## src/hdl/byte_range_lock_table_top_defines.svh

```systemverilog
// Assertion macros for the byte-range lock table.
`ifndef BYTE_RANGE_LOCK_TABLE_TOP_DEFINES_SVH
`define BYTE_RANGE_LOCK_TABLE_TOP_DEFINES_SVH
// Implication checked on every clock edge outside reset.
`define BRL_ASSERT_IMP(label, clk, rst_n, a, c) \
    label: assert property (@(posedge clk) disable iff (!rst_n) (a) |-> (c)) \
        else $error("assertion failed");
// Implication checked in the cycle after the antecedent.
`define BRL_ASSERT_NEXT(label, clk, rst_n, a, c) \
    label: assert property (@(posedge clk) disable iff (!rst_n) (a) |=> (c)) \
        else $error("assertion failed");
`endif

```

## src/hdl/brlt_pkg.sv

```systemverilog
// Shared types and constants for the byte-range lock table.
`timescale 1ns / 1ps
`default_nettype none
package brlt_pkg;
    localparam logic [2:0] OP_TEST      = 3'd0;
    localparam logic [2:0] OP_ACQUIRE   = 3'd1;
    localparam logic [2:0] OP_RELEASE   = 3'd2;
    localparam logic [2:0] OP_REL_OWNER = 3'd3;
    localparam logic [2:0] OP_REL_FILE  = 3'd4;
    localparam logic [2:0] OP_HAS_LOCKS = 3'd5;

    localparam logic [1:0] ST_OK       = 2'd0;
    localparam logic [1:0] ST_CONFLICT = 2'd1;
    localparam logic [1:0] ST_FULL     = 2'd2;

    localparam logic [63:0] ALL_ONES = 64'hFFFF_FFFF_FFFF_FFFF;

    // controller -> datapath
    typedef struct packed {
        logic start_scan;   // reset index and scan summaries
        logic step;         // advance one slot
        logic apply;        // second pass: write changes for the current slot
        logic place;        // write next pending remnant to the free slot
        logic rescan;       // drop the free slot found so far before placing remnants
        logic grant;        // write acquire into the free slot
        logic load;         // capture the request
    } brlt_cmd_t;

    // datapath -> controller
    typedef struct packed {
        logic last;         // current index is the last slot
        logic conflict;     // a conflict was found in the scan
        logic have_free;    // a free slot exists
        logic rel_full;     // release needs more free slots than are available
        logic pend_left;    // remnants still to place
    } brlt_sts_t;
endpackage
`default_nettype wire

```

## src/hdl/brlt_ctrl.sv

```systemverilog
// Operation sequencer: scan passes, writes and result handshake.
`timescale 1ns / 1ps
`default_nettype none
module brlt_ctrl
    import brlt_pkg::*;
(
    input  wire logic       clk,
    input  wire logic       rst_n,
    input  wire logic       in_valid,
    output logic            in_ready,
    output logic            out_valid,
    input  wire logic       out_ready,
    input  wire logic [2:0] op_q,
    input  wire brlt_sts_t  sts,
    output brlt_cmd_t       cmd,
    output logic [1:0]      status_q
);
    typedef enum logic [6:0] {
        S_IDLE  = 7'b0000001,
        S_SCAN  = 7'b0000010,
        S_CHECK = 7'b0000100,
        S_APPLY = 7'b0001000,
        S_FIND  = 7'b0010000,
        S_PLACE = 7'b0100000,
        S_DONE  = 7'b1000000
    } state_t;

    state_t state_reg, state_next;
    logic [1:0] status_reg, status_next;

    always_comb
    begin
        state_next = state_reg;
        status_next = status_reg;
        cmd = '0;
        in_ready = 1'b0;
        out_valid = 1'b0;
        case (state_reg)
            S_IDLE:
            begin
                in_ready = 1'b1;
                if (in_valid)
                begin
                    cmd.load = 1'b1;
                    cmd.start_scan = 1'b1;
                    state_next = S_SCAN;
                end
            end
            S_SCAN:
            begin
                cmd.step = 1'b1;
                if (sts.last)
                    state_next = S_CHECK;
            end
            S_CHECK:
            begin
                // scan summaries now include the last slot
                state_next = S_DONE;
                status_next = ST_OK;
                case (op_q)
                    OP_TEST:
                        if (sts.conflict) status_next = ST_CONFLICT;
                    OP_ACQUIRE:
                        if (sts.conflict) status_next = ST_CONFLICT;
                        else if (!sts.have_free) status_next = ST_FULL;
                        else cmd.grant = 1'b1;
                    OP_RELEASE:
                        if (sts.rel_full) status_next = ST_FULL;
                        else state_next = S_APPLY;
                    OP_REL_OWNER, OP_REL_FILE:
                        state_next = S_APPLY;
                    default: ;
                endcase
            end
            S_APPLY:
            begin
                cmd.step = 1'b1;
                cmd.apply = 1'b1;
                if (sts.last)
                begin
                    if (op_q == OP_RELEASE)
                    begin
                        cmd.rescan = 1'b1;
                        state_next = S_FIND;
                    end
                    else
                        state_next = S_DONE;
                end
            end
            S_FIND:
            begin
                // the release check guarantees a free slot for every remnant
                if (!sts.pend_left)
                    state_next = S_DONE;
                else if (sts.have_free)
                    state_next = S_PLACE;
                else
                    cmd.step = 1'b1;
            end
            S_PLACE:
            begin
                cmd.place = 1'b1;
                state_next = S_FIND;
            end
            S_DONE:
            begin
                out_valid = 1'b1;
                if (out_ready)
                    state_next = S_IDLE;
            end
            default: state_next = S_IDLE;
        endcase
    end

    always_ff @(posedge clk or negedge rst_n)
    begin
        if (!rst_n)
        begin
            state_reg <= S_IDLE;
            status_reg <= ST_OK;
        end
        else
        begin
            state_reg <= state_next;
            status_reg <= status_next;
        end
    end

    assign status_q = status_reg;
endmodule
`default_nettype wire

```

## config.mk

```make
export PLATFORM = sky130hd
export DESIGN_NAME = brlt_ctrl
export DESIGN_NICKNAME = d
export VERILOG_FILES = /design/src/hdl/byte_range_lock_table_top_defines.svh /design/src/hdl/brlt_pkg.sv /design/src/hdl/brlt_ctrl.sv
export SDC_FILE = /design/constraint.sdc
export NUM_CORES = 1
export LEC_CHECK = 0
export ABC_AREA = 0
export BUFFER_PORTS_ARGS = -buffer_cell sky130_fd_sc_hd__buf_2
export CAP_MARGIN = 15
export CORE_AREA = 2 2 40 42
export CTS_CLUSTER_DIAMETER = 60
export DETAILED_ROUTE_END_ITERATION = 8
export DIE_AREA = 0 0 42 44
export PLACE_DENSITY = 0.76
export SYNTH_ARGS = -nofsm -noshare
export SYNTH_HDL_FRONTEND = slang
export SYNTH_SLANG_ARGS = --single-unit
```

## constraint.sdc

```tcl
create_clock -name clk -period 2.75 [get_ports clk]
set_input_delay 0.55 -clock clk [delete_from_list [all_inputs] [get_ports clk]]
set_output_delay 0.55 -clock clk [all_outputs]
set_load 0.005 [all_outputs]
```

==> results.cfg <==
[outcome]
outcome = completed

[logic_synthesis]
async_reset_ff_share_pct = 100
syn_nets = 83
ys_seq_elements = 9
synthCells = 71
ys.flop_type = dfrtp_1
seq_area_frac_synth_pct = 35.2
synth_edf_count = 0
synth_area_um2 = 643
yosys_warnings = 0
avgSynthCellArea_um2 = 9.06
ys_types = 38

[drt]
drcViolationCount = 0
vias = 674
vias_per_cell = 6.13
wirelength_um = 1680
drtPass1Iterations = 4
wl_per_cell_um = 15.3
drtIter0Drc = 11
antenna_left = 0

[clock_tree]
cts.clk_slew.worst_paths_ns = 0.06
cts_buffers = 3
postCtsHoldBufs = 0
htree_levels = 1
tritoncts = yes
cts_sinks = 9
clockBufferDepth = 2
cts_root_buffer = clkbuf_4
clk_latency_ns = 0.27

[global_routing]
overflow = 0
antenna_found_initial = 0
grt.total_usage_pct = 19.4
grt_pass1_wl_um = 2570
grt_max_degree = 10
grt_pass1_vias = 579

[worst_setup_path]
end_kind = output pin
crit_buf_inv = 1
critPathTopFamily = simple AND/OR/NAND/NOR gates
crit_chain = or3_1 -> or4_4 -> nor3_1 -> buf_2
crit_fanout = 9
worst-setup-path-type = reg -> out
regToRegSetupSlack_ns = 0.74
crit_path_top_delay_cell = or4_4
startpoint_type = register
max_stage_delay_ns = 0.57
cp_data_arrival_time_ns = 2.11
cp_data_required_time_ns = 2.20

[final_layout]
multiInputGateArea_um2 = 392
regArea_um2 = 226
fin_nets = 107
drive_gt1_share_pct = 37.2
area_growth_pct = 22.2
antenna_cells = 0
largest_register_ffs = 7
fillerInstances = 129

[pwr]
combPwrFrac_pct = 45.6
power.switching_mw = 0.234
pwr-share-clk_pct = 18.1
power_density_mw_per_mm2 = 741
power_frac_seq_pct = 36.2
p_leak_nw = 0.367
switching_share_pct = 40.2
p_int_mw = 0.348
peakVddDrop_mv = 0.406

[place]
gp_congestion = 0.822
dp_slack_ns = 0.307
numPortBuffers = 22
dp_hpwl_um = 1300

[min_path]
min_path_type = in -> async

[die]
die_x_um = 42
core_area_mm2 = 0.00142
ios = 23
start_util_pct = 45.3
die_height_um = 44
die_area_mm2 = 0.00185
row_count = 14

[sta]
grt_setup_unrepaired = no
fmax_mhz = 376
min_period_over_period_pct = 96.7
finalHoldViolations = 0
worst_slew_pin_slew_ns = 0.514
layout_min_cycle_time_ns = 2.66
tns_ns = 0
skew_ns = 0.00187
finalSetupViolCount = 0
slew_headroom_pct = 65.4
drv_slew = 0
setup_ws_ns = 0.0908

[run]
cap_violations = 0
==> cells in the mapped netlist (2+ instances only) <==
library cell  instances  area (um2)
a21oi_1               2        10.0
buf_2                 2        10.0
nand2_1               4        15.0
dfrtp_1               8         200
nand3_1               2        10.0
nor4_1                5        31.3
or4_4                 2        22.5
or3_1                 2        12.5
nor2_1                8        30.0
and2_1                2        12.5
or3b_2                2        17.5
nor3_1                3        15.0
inv_1                 3        11.3
nand2b_1              2        12.5
==> final timing paths <==
kind	startpoint	endpoint	depth (start not counted)
max in group asynchronous	rst_n	state_reg[0]	1
min reg2reg	status_q[0]	status_q[0]	2
max	state_reg[1]	cmd[1]	4
min in group clk	status_q[0]	status_q[0]	2
min	rst_n	state_reg[2]	1
max reg2reg	state_reg[6]	state_reg[6]	4
==> cells by family after synthesis <==
| logic type | Yosys count | share of synthesized area [%] |
|---|---|---|
| XOR/XNOR | 1 | 1.36 |
| buffers and inverters | 6 | 4.48 |
| AO/OA/AOI/OAI | 14 | 19.5 |
| flip-flops | 9 | 35.2 |
| AND/OR/NAND/NOR | 41 | 39.5 |
==> what timing repair did <==
| item | CTS | global route |
|---|---|---|
| endpoints found under the setup margin | 0 | 1 |
| resized for setup | 0 | 1 |
| buffers inserted | 0 | 0 |
==> per-layer routing <==
metal  vias up  wire [um]  GRT usage (%)
met5         -          0              0
met4         0         44           11.0
met3         5        107           4.17
met2        33        806           31.3
met1       313        720           24.2
li1        323          -              -
==> power by group through the flow <==
stage               Sequential, mW  Clock [mW]  Combinational [mW]
floorplan                    0.206           0               0.187
global placement             0.209           0               0.254
detailed placement           0.213           0               0.262
CTS                          0.210       0.108               0.263
global route                 0.216       0.117               0.293
finish                       0.211       0.106               0.266
==> placed cells by master, fill, tap and decap left out, types with 2 or more instances in the layout <==
cell type,synthesis,routed
and2_1,2,2
buf_2,2,22
nand2_1,4,4
or4_4,2,3
nor3_1,3,3
clkbuf_4,0,3
dfrtp_1,8,8
nor2_1,8,8
a21oi_1,2,2
or3b_2,2,2
nand3_1,2,2
inv_1,3,3
nor4_1,5,5
nand2b_1,2,2
or3_1,2,2
==> cell type report <==
type                            instances  share of cell area (%)
Sequential cell                         9                    28.8
Tap cell                               16                    2.55
Timing Repair Buffer                   22                    14.0
Multi-Input combinational cell         56                    49.8
Clock buffer                            4                    3.34
Inverter                                3                    1.43
==> stage by stage <==
stage	area (um2)	std cells	hold slack [ns]	util, %	power [mW]
finish	786	110	0.121	55.4	0.582
global route	786	110	0.136	55.4	0.626
CTS	782	110	0.131	55.1	0.581
detailed placement	756	106	0.417	53.3	0.475
global placement	756	106	0.414	53.3	0.464
floorplan	643	71	0.254	-	0.392
==> worst register-to-register path, cell delays in order (launching register included) <==
cell	delay, ns
dfrtp_1	0.46
or4b_1	0.58
or4b_4	0.55
o2111ai_4	0.16
a21oi_1	0.13
No activity file was read; power rests on OpenSTA's default activity.
